### src/hw/rtl/cumulative_angle_histogram_core_macros.svh
// Assertion macros for the cumulative angle histogram core.
// Expects clk and arst_n in the scope where a macro is used.
`ifndef CUMULATIVE_ANGLE_HISTOGRAM_CORE_MACROS_SVH
`define CUMULATIVE_ANGLE_HISTOGRAM_CORE_MACROS_SVH

// Consequent must hold in the same cycle as the antecedent.
`define CAH_ASSERT_NOW(label, ante, cons, msg) \
	label: assert property (@(posedge clk) disable iff (!arst_n) (ante) |-> (cons)) \
		else $error(msg);

// Consequent must hold in the cycle after the antecedent.
`define CAH_ASSERT_NEXT(label, ante, cons, msg) \
	label: assert property (@(posedge clk) disable iff (!arst_n) (ante) |=> (cons)) \
		else $error(msg);

`endif

### src/hw/rtl/cah_pkg.sv
// Shared types and constants of the cumulative angle histogram core.
// Holds the request and result structs and the squared cosine threshold table.
package cah_pkg;

	localparam int COMP_BITS = 16;
	localparam int FRAC_BITS = 16;
	localparam int QSQ_BITS  = 33;

	localparam logic CMD_ADD   = 1'b0;
	localparam logic CMD_QUERY = 1'b1;

	typedef struct packed {
		logic                        cmd;
		logic signed [COMP_BITS-1:0] dir_x;
		logic signed [COMP_BITS-1:0] dir_y;
		logic signed [COMP_BITS-1:0] dir_z;
		logic [7:0]                  bin_index;
	} cah_in_t;

	typedef struct packed {
		logic [31:0]        bin_count;
		logic [31:0]        sample_total;
		logic [FRAC_BITS:0] bin_fraction;
		logic               index_error;
	} cah_out_t;

	typedef logic [QSQ_BITS-1:0] cos_sq_tab_t [0:90];

	localparam logic [63:0] ONE_Q30 = 64'd1073741824;
	localparam logic [63:0] PI_Q30  = 64'd3373259426;

	// Truncating long division by shift and subtract, used while the table is built.
	function automatic logic [63:0] udiv64(logic [63:0] n, logic [63:0] d);
		logic [63:0] q;
		logic [64:0] r;
		q = '0;
		r = '0;
		for (int i = 63; i >= 0; i--) begin
			r = {r[63:0], n[i]};
			if (r >= {1'b0, d}) begin
				r = r - {1'b0, d};
				q[i] = 1'b1;
			end
		end
		return q;
	endfunction

	// Squared cosine of 0..90 degrees in Q1.32, built by a truncating Taylor series.
	function automatic cos_sq_tab_t build_cos_sq();
		cos_sq_tab_t        tab;
		logic [63:0]        x;
		logic [63:0]        x2;
		logic [63:0]        term;
		logic [63:0]        c;
		logic [63:0]        den;
		logic signed [63:0] sum;
		for (int d = 0; d <= 90; d++) begin
			x = udiv64(64'(d) * PI_Q30 + 64'd90, 64'd180);
			x2 = (x * x) >> 30;
			term = ONE_Q30;
			sum = $signed(ONE_Q30);
			for (int k = 1; k <= 12; k++) begin
				den = (64'(2 * k) - 64'd1) * 64'(2 * k);
				term = udiv64((term * x2) >> 30, den);
				if ((k & 1) == 1) begin
					sum = sum - $signed(term);
				end else begin
					sum = sum + $signed(term);
				end
			end
			if (sum < 0) begin
				sum = 0;
			end
			if (sum > $signed(ONE_Q30)) begin
				sum = $signed(ONE_Q30);
			end
			if (d == 90) begin
				sum = 0;
			end
			c = $unsigned(sum);
			tab[d] = QSQ_BITS'((c * c + 64'd134217728) >> 28);
		end
		return tab;
	endfunction

	localparam cos_sq_tab_t COS_SQ = build_cos_sq();

endpackage

### src/hw/rtl/cah_frac_div.sv
// Restoring divider for the bin fraction, one quotient bit per cycle.
// Uses cah_pkg for the fraction width; expects num <= den and den != 0.
module cah_frac_div #(
	parameter int CW = 32
) (
	input  logic                        clk,
	input  logic                        arst_n,
	input  logic                        start,
	input  logic [CW-1:0]               num,
	input  logic [CW-1:0]               den,
	output logic                        done,
	output logic [cah_pkg::FRAC_BITS:0] quot
);
	import cah_pkg::*;

	localparam int SW = $clog2(FRAC_BITS + 2);

	logic [CW:0]        rem_q;
	logic [CW-1:0]      den_q;
	logic [FRAC_BITS:0] quot_q;
	logic [SW-1:0]      left_q;
	logic               first_q;
	logic               busy_q;
	logic               done_q;
	logic [CW:0]        trial;
	logic               bit_ok;

	// The first step compares the numerator unshifted: it yields the integer bit.
	always_comb begin
		trial = first_q ? rem_q : {rem_q[CW-1:0], 1'b0};
		bit_ok = trial >= {1'b0, den_q};
	end

	always_ff @(posedge clk or negedge arst_n) begin
		if (!arst_n) begin
			busy_q <= 1'b0;
			done_q <= 1'b0;
			left_q <= '0;
			first_q <= 1'b0;
		end else begin
			done_q <= 1'b0;
			if (start) begin
				busy_q <= 1'b1;
				first_q <= 1'b1;
				left_q <= SW'(FRAC_BITS + 1);
			end else if (busy_q) begin
				first_q <= 1'b0;
				left_q <= left_q - 1'b1;
				if (left_q == SW'(1)) begin
					busy_q <= 1'b0;
					done_q <= 1'b1;
				end
			end
		end
	end

	always_ff @(posedge clk) begin
		if (start) begin
			rem_q <= {1'b0, num};
			den_q <= den;
			quot_q <= '0;
		end else if (busy_q) begin
			rem_q <= bit_ok ? trial - {1'b0, den_q} : trial;
			quot_q <= {quot_q[FRAC_BITS-1:0], bit_ok};
		end
	end

	assign done = done_q;
	assign quot = quot_q;

endmodule
### config.mk
export PLATFORM = sky130hd
export DESIGN_NAME = cah_frac_div
export DESIGN_NICKNAME = d
export VERILOG_FILES = /design/src/hw/rtl/cumulative_angle_histogram_core_macros.svh /design/src/hw/rtl/cah_pkg.sv /design/src/hw/rtl/cah_frac_div.sv
export SDC_FILE = /design/constraint.sdc
export NUM_CORES = 1
export LEC_CHECK = 0
export BUFFER_PORTS_ARGS = -buffer_cell sky130_fd_sc_hd__buf_2
export CORE_MARGIN = 3
export CORE_UTILIZATION = 30
export DETAILED_ROUTE_END_ITERATION = 8
export HOLD_SLACK_MARGIN = 0.05
export PLACE_DENSITY = 0.57
export SLEW_MARGIN = 5
export SYNTH_ARGS = -nofsm -noshare
export SYNTH_HDL_FRONTEND = slang
export SYNTH_SLANG_ARGS = --single-unit
export TNS_END_PERCENT = 30
### constraint.sdc
create_clock -name clk -period 5 [get_ports clk]
set_clock_uncertainty 0.15 [all_clocks]
set_input_delay 0.75 -clock clk [delete_from_list [all_inputs] [get_ports clk]]
set_output_delay 0.75 -clock clk [all_outputs]
set_load 0.01 [all_outputs]
Yosys cells after proc, flatten, opt, wreduce, memory -nomap -nowiden
Cells that the tools add are included.
- add/subtract/negate cells: 2
- order comparisons: 1
- equal/unequal tests: 1
- muxes and demuxes: 14
- reductions and logical operators: 1
- operator list (operator ; number):
    2-to-1 mux 33 bit ; 2
    2-to-1 mux 32 bit ; 2
    >= comparator 33 x 32 -> 1 bit ; 1
    subtractor 33 x 32 -> 33 bit ; 1
    2-to-1 mux 5 bit ; 2
    2-to-1 mux 1 bit ; 8
    equality test 5 x 1 -> 1 bit (second input constant) ; 1
    subtractor 5 x 1 -> 5 bit (second input constant) ; 1
    nonzero test 2 bit ; 1
- register bits after elaboration: 90
- input port bits: 67
- output and inout bits: 18
- logic and storage cells: 27

Depth between registers and ports, before layout
Gate-level depths: netlist (run 1).
- depth in word-level cells: 5
- mapped depth: 15
- depth with buffers taken out: 11

Worst setup path before layout (run 1)
No wires, ideal clock.
- path kind: register to register
- start point: register first_q
- end point: register rem_q[0], data pin
- library setup time: 260 ps
- data arrival time: 3159 ps
- data required time: 4590 ps
- setup slack: 1431 ps
- stages on the path, launching flop included: 15
- buffers on the path: 4
- period minus slack after synthesis: 3569 ps
- path through: dfrtp_1 -> clkbuf_1 -> buf_1 -> mux2_2 -> ha_1 -> buf_4 -> nand4_2 -> or2_4 -> nor2_4 -> nand2_2 -> o32ai_4 -> nor2_2 -> buf_6 -> mux2i_1 -> mux2_2
- word-level cells in the longest chain between the ends: 5
- elaborated cells between the ends (all ways): 6
- classes of those cells: add/sub: 1; order compare: 1; mux: 4
- ends and longest elaborated chain (element ; line ; RTL):
    from (decl) ; cah_frac_div.sv:22 ; logic first_q;
    from (signal assigned) ; cah_frac_div.sv:39 ; first_q <= 1'b0;
    from (signal assigned) ; cah_frac_div.sv:44 ; first_q <= 1'b1;
    from (signal assigned) ; cah_frac_div.sv:47 ; first_q <= 1'b0;
    2-to-1 mux 33 bit * ; cah_frac_div.sv:30 ; trial = first_q ? rem_q : {rem_q[CW-1:0], 1'b0};
    subtractor 33 x 32 -> 33 bit / >= comparator 33 x 32 -> 1 bit (equally long branches) ; cah_frac_div.sv:63, cah_frac_div.sv:31 ;
    2-to-1 mux 33 bit * ; cah_frac_div.sv:63 ; rem_q <= bit_ok ? trial - {1'b0, den_q} : trial;
    2-to-1 mux 32 bit * ; cah_frac_div.sv:62 ; end else if (busy_q) begin
    2-to-1 mux 32 bit * ; cah_frac_div.sv:58 ; if (start) begin
    to (signal assigned) ; cah_frac_div.sv:59 ; rem_q <= {1'b0, num};
    to (signal assigned) ; cah_frac_div.sv:63 ;
    to (decl) ; cah_frac_div.sv:18 ; logic [CW:0] rem_q;
Every way passes the cells marked *; elsewhere a longest branch is shown, timed or not. The select of a mux whose other input is x is not followed.
A chain may end at the register's enable or synchronous reset.

Worst setup path in the final report (run 1)
- start point: register first_q
- end point: register rem_q[14], data pin
Same word-level chain as after synthesis.

==> qor.yml, run 1 <==
layoutNonFillerInstCount: 983
synth_top_family_by_area: "compound AO/OA/AOI/OAI gates"
viasPerCell: 4.94
synthSimpleGateAreaFrac_pct: 16.1
synth_fa_ha_area_share_pct: 7.28
coreArea_mm2: 0.0198
fmax_mhz: 252
cts.sinks: 90
syn_area_per_cell_um2: 9.52
fp.dieH_um: 149
grt_antenna_before_repair: 0
post-route-period-util_pct: 79.4
syn_inst: 643
drtIter0Drc: 340
portBuffers: 84
rsz0062_at_grt: "false"
grt_start_max_net_pins: 83
antenna_cells: 0
cts_resized: 0
hold_buffers: 0
die_area_mm2: 0.0222
pwr_density_cell_mw_per_mm2: 618
clk_latency_ns: 0.35
numCtsBuffers: 9
required_ns: 5.04
synthesis.nets: 745
drive_above_1_share_pct: 22.4
synth_edf_count: 64
die_w_um: 149
cts_setup_buffers: 0
r2r_end: "rem_q[14]"
dp.cells: 967
r2r_slack_ns: 1.03
max_slew_margin_pct: 34.4
vdd_drop_max_v: 0.000216
grt_pass1_wl_um: 25100
io_pins: 85
min_period_ns: 3.97
wl_um: 15200
mappedNetlistArea_mm2: 0.00612
drc: 0
finalSetupViolCount: 0
wl_per_cell_um: 15.5
holdWs_ns: 0.0712
arrival_ns: 4.01
power.leakage_nw: 3.10
ys_types: 70
synthToLayoutAreaGrowth_pct: 15.3
synthArstFlopShare_pct: 8.89
synth_compound_area_share_pct: 17.1
hold_viol: 0
synth_xor_area_share_pct: 3.72
setup_tns_ns: 0
crit_end: "rem_q[14]"
gp_congestion: 0.922
start_util_pct: 30.9
first_global_vias: 4984
crit_path_end_kind: "register"
start_kind: "register"
cts_tree: "done"
worst_setup_hold_path_clk_slew_ns: 0.08
synth.mux.area_fraction_pct: 8.97
vias: 4859
dpl.hpwl_um: 11300
grt-ovfl-total: 0
maxCapViolCount: 0
r2r_cells: 12
worstMarginPinSlew_ns: 0.984
crit_path_max_fanout: 33
r2r_start: "first_q"
clockBufferDepth: 2
critPathLaunch: "first_q"
fp-row-count: 51
track_usage_pct: 14.0
place_ws_ns: 1.05
worstSetupPathType: "reg2reg"
finalPower_w: 0.00436
setup_ws_ns: 1.03
htree_levels: 3
synth-seq-cells: 90
yosys_warnings: 0
cts_root_buf: "clkbuf_16"
yosysSeqAreaShare_pct: 40.6
dr.pass1.iters: 4
synth_ff_type: "edfxtp_1"
status: "finished, final reports clean"
layout.nets: 815
final_antenna_net_count: 0
report.final.slew_viol_count: 0
hold_path_class: "in2async"
[worst min-delay path by stage]
stage | startpoint | end | slack (ns)
6_report | arst_n | left_q[2] | 0.07
5_1_grt | arst_n | left_q[3] | 0.07
4_1_cts | arst_n | left_q[2] | 0.07
3_5_place_dp | rem_q[32] | rem_q[32] | 0.31
3_3_place_gp | rem_q[32] | rem_q[32] | 0.31
2_1_floorplan | arst_n | busy_q | 0.30
[state kept, by name, summed over array words and instances, names as in the netlist]
register,flops
busy_q,1
den_q,32
done,1
first_q,1
left_q,5
quot,17
rem_q,33
[cells by family (layout without fill, tap and decap cells)]
group / after synthesis / count (layout)
AO/OA/AOI/OAI: 149 / 149
XOR/XNOR: 26 / 26
adder cells (fa/ha/maj): 35 / 35
buffers and inverters: 81 / 156
flip-flops: 90 / 90
multiplexers: 51 / 51
AND/OR/NAND/NOR: 211 / 211
[cell usage in the layout, fill, tap and decap left out, types with 3 or more instances in the layout]
| master | n |
|---|---|
| buf_4 | 12 |
| clkbuf_16 | 10 |
| xor2_1 | 7 |
| nand2b_1 | 8 |
| nand2_1 | 76 |
| nor4b_1 | 4 |
| a211oi_1 | 7 |
| nor4_1 | 4 |
| o21a_1 | 5 |
| a2bb2oi_1 | 3 |
| buf_2 | 83 |
| a211o_1 | 4 |
| dfxtp_1 | 18 |
| ha_1 | 34 |
| mux2_2 | 31 |
| nand3_1 | 9 |
| and3_1 | 5 |
| o211ai_1 | 7 |
| a21o_1 | 16 |
| dfrtp_1 | 8 |
| mux2i_1 | 20 |
| inv_6 | 3 |
| o21bai_1 | 4 |
| nor3_1 | 12 |
| xnor2_1 | 19 |
| nand4_1 | 5 |
| o2bb2ai_1 | 5 |
| nor2_1 | 68 |
| o21ai_0 | 15 |
| edfxtp_1 | 64 |
| o31ai_1 | 3 |
| a21oi_1 | 35 |
| a31oi_1 | 22 |
| inv_1 | 44 |
| o21ai_1 | 4 |
[routing by layer]
| layer | part of all wire, % | global-route usage [%] |
|---|---|---|
| met5 | 0 | 0 |
| met1 | 50 | 19.8 |
| met4 | 1.2 | 3.94 |
| met2 | 44 | 21.6 |
| met3 | 4.7 | 3.10 |
[final cells by class]
class / instances / area [um^2]
Clock buffer: 10 / 250
Clock inverter: 6 / 62.6
Fill cell: 2091 / 12700
Inverter: 45 / 169
Multi-Input combinational cell: 472 / 3260
Sequential cell: 90 / 2480
Tap cell: 265 / 332
Timing Repair Buffer: 95 / 505
[power breakdown]
group | total, W | switching, W | internal (W) | leakage [nW]
Clock | 0.000704 | 0.000322 | 0.000382 | 0.154
Sequential | 0.00115 | 0.000104 | 0.00105 | 0.888
Combinational | 0.00250 | 0.00147 | 0.00104 | 2.05
Total | 0.00436 | 0.00189 | 0.00247 | 3.10
[metrics by stage]
| stage | utilization (%) | area, um^2 |
|---|---|---|
| after detailed placement | 34.1 | 6740 |
| final | 35.7 | 7060 |
| after CTS | 35.7 | 7060 |
| after global routing | 35.7 | 7060 |
| after floorplan | - | 6120 |
| after global placement | 34.1 | 6740 |
[worst max-delay path, stage by stage, from the launching register on]
cell	delay (ns)
dfrtp_1	0.35
buf_4	0.41
mux2_2	0.41
ha_1	0.50
nand4_2	0.19
or2_4	0.31
nor2_4	0.11
nand2_2	0.08
o32ai_4	0.33
or2_1	0.43
buf_4	0.26
nand2_1	0.08
a31oi_1	0.18
[synthesized netlist by cell type, types with 5 or more instances]
cell type,instances,area (um^2)
a211oi_1,7,52.6
a21o_1,16,120
a21oi_1,35,175
a31oi_1,22,138
and3_1,5,31.3
buf_1,6,22.5
buf_4,5,37.5
buf_6,7,78.8
clkbuf_1,12,45.0
dfrtp_1,8,200
dfxtp_1,18,360
edfxtp_1,64,1920
ha_1,34,425
inv_1,44,165
mux2_2,31,349
mux2i_1,20,200
nand2_1,76,285
nand2b_1,8,50.1
nand3_1,9,45.0
nand4_1,5,31.3
nor2_1,68,255
nor3_1,12,60.1
o211ai_1,7,52.6
o21a_1,5,37.5
o21ai_0,15,75.1
o2bb2ai_1,5,43.8
xnor2_1,19,166
xor2_1,7,61.3
No activity file was read; power rests on OpenSTA's default activity.
==> run 2, diff against run 1 <==
Clock period 5 ns to 4 ns, I/O delays scaled along.
==> run 2 against run 1 <==
First-iteration DRC count fell by 1.2%. Register-to-register slack got worse by 0.69 ns. Via count increased by 0.86%. Power rose by 26%. Flip-flop and latch count unchanged. Sequential share of layout area down 0.22 points. Sequential power is 26% higher. Final area up 0.64%. Routed wire length grew 1.5%. Cell count grew 0.61%. Critical path depth unchanged. Hold slack improved by 0.19 ns. Critical endpoint is now rem_q[7]. Largest power group unchanged.
==> qor.yml, run 2 (synthesized netlist as in run 1, its figures left out) <==
status: "finished, final reports clean"
dr.pass1.iters: 4
drc: 0
wl_um: 15500
crit_path_end_kind: "register"
rsz0062_at_grt: "false"
fp-row-count: 51
viasPerCell: 4.96
report.final.slew_viol_count: 0
die_area_mm2: 0.0222
power.leakage_nw: 3.12
drive_above_1_share_pct: 22.8
fp.dieH_um: 149
finalSetupViolCount: 0
cts_resized: 0
cts.sinks: 90
track_usage_pct: 14.3
layout.nets: 821
holdWs_ns: 0.264
crit_path_max_fanout: 23
clockBufferDepth: 2
clk_latency_ns: 0.36
hold_path_class: "in2reg"
gp_congestion: 0.881
worstSetupPathType: "reg2reg"
coreArea_mm2: 0.0198
htree_levels: 3
start_util_pct: 30.9
finalPower_w: 0.00550
io_pins: 85
required_ns: 4.05
largest_register_ff_count: 33
wl_per_cell_um: 15.6
most-common-layout-cells: "buf_2 (83), nand2_1 (76), nor2_1 (68), edfxtp_1 (64), inv_1 (44)"
worst_setup_hold_path_clk_slew_ns: 0.07
grt-ovfl-total: 0
antenna_cells: 0
die_w_um: 149
grt_start_max_net_pins: 45
vias: 4901
vdd_drop_max_v: 0.000254
min_period_ns: 3.66
grt_pass1_wl_um: 25400
max_slew_margin_pct: 55.4
cts_setup_buffers: 0
drtIter0Drc: 336
pwr_density_cell_mw_per_mm2: 775
first_global_vias: 4864
post-route-period-util_pct: 91.5
portBuffers: 84
grt_antenna_before_repair: 0
max_flop_register: "rem_q"
arrival_ns: 3.71
cts_tree: "done"
final_antenna_net_count: 0
worstMarginPinSlew_ns: 0.650
setup_tns_ns: 0
hold_viol: 0
cts_root_buf: "clkbuf_16"
start_kind: "register"
synthToLayoutAreaGrowth_pct: 16.0
maxCapViolCount: 0
fmax_mhz: 273
numCtsBuffers: 9
dpl.hpwl_um: 11400
layout_commonest_cell: "buf_2"
## run 2: cell types whose count changed in the layout (fill, tap and decap cells not counted), sizes merged
cell / previous run / this run
buf: 95 / 100
clkbuf: 10 / 11
clkinv: 3 / 2
dlygate4sd3: 0 / 1
## run 2: path summary, 6_finish.rpt
path                                 from   endpoint  slack (ns)  cells after the start
min in group asynchronous          arst_n       done        0.46                      2
worst min-delay path              den[29]  den_q[29]        0.26                      1
worst min register to register  rem_q[32]  rem_q[32]        0.33                      2
worst max register to register    first_q   rem_q[7]        0.34                     12
worst max-delay path              first_q   rem_q[7]        0.34                     12
max in group asynchronous          arst_n  left_q[1]        3.07                      2
## run 2: layout make-up
class	instances	area, um^2
inverter	45	169
clock buffer	11	254
tap	265	332
fill	2105	12700
sequential	90	2480
timing repair buffer	101	566
clock inverter	5	43.8
multi-input combinational	472	3260
## run 2: power breakdown
| group | internal [W] | switching, W |
|---|---|---|
| combinational | 0.00133 | 0.00186 |
| sequential | 0.00131 | 0.000134 |
| clock | 0.000470 | 0.000394 |
## run 2: through the flow
| step | instances | setup slack, ns | cell area, um^2 | util [%] |
|---|---|---|---|---|
| 2_1_floorplan | 643 | 0.431 | 6120 | - |
| 3_3_place_gp | 972 | 0.416 | 6790 | 34.3 |
| 3_5_place_dp | 972 | 0.376 | 6790 | 34.3 |
| 4_1_cts | 989 | 0.328 | 7100 | 35.9 |
| 5_1_grt | 989 | 0.118 | 7100 | 35.9 |
| 6_report | 989 | 0.340 | 7100 | 35.9 |
## run 2: routing by layer
| metal | share of wire [%] | up-vias | GRT usage (%) | wire length (um) |
|---|---|---|---|---|
| met5 | 0 | - | 0 | 0 |
| met4 | 1.2 | 0 | 3.71 | 182 |
| met3 | 4.3 | 12 | 3.37 | 668 |
| met2 | 44 | 90 | 21.8 | 6730 |
| met1 | 51 | 2332 | 20.5 | 7870 |
| li1 | - | 2467 | - | - |
## run 2: timing repair
| item | 4_1_cts | 5_1_grt |
|---|---|---|
| hold buffers | 1 | 0 |
| endpoints found under the hold margin | 8 | 0 |
| setup endpoints to repair | 0 | 0 |
## run 2: critical path, cell delays in order (launching register included)
cell	delay [ns]
dfrtp_1	0.39
buf_12	0.19
mux2_2	0.37
ha_1	0.50
nand4_2	0.19
or2_4	0.31
nor2_4	0.11
nand2_2	0.08
o32ai_4	0.34
nor2_2	0.08
buf_4	0.24
or3_1	0.38
a31oi_1	0.18
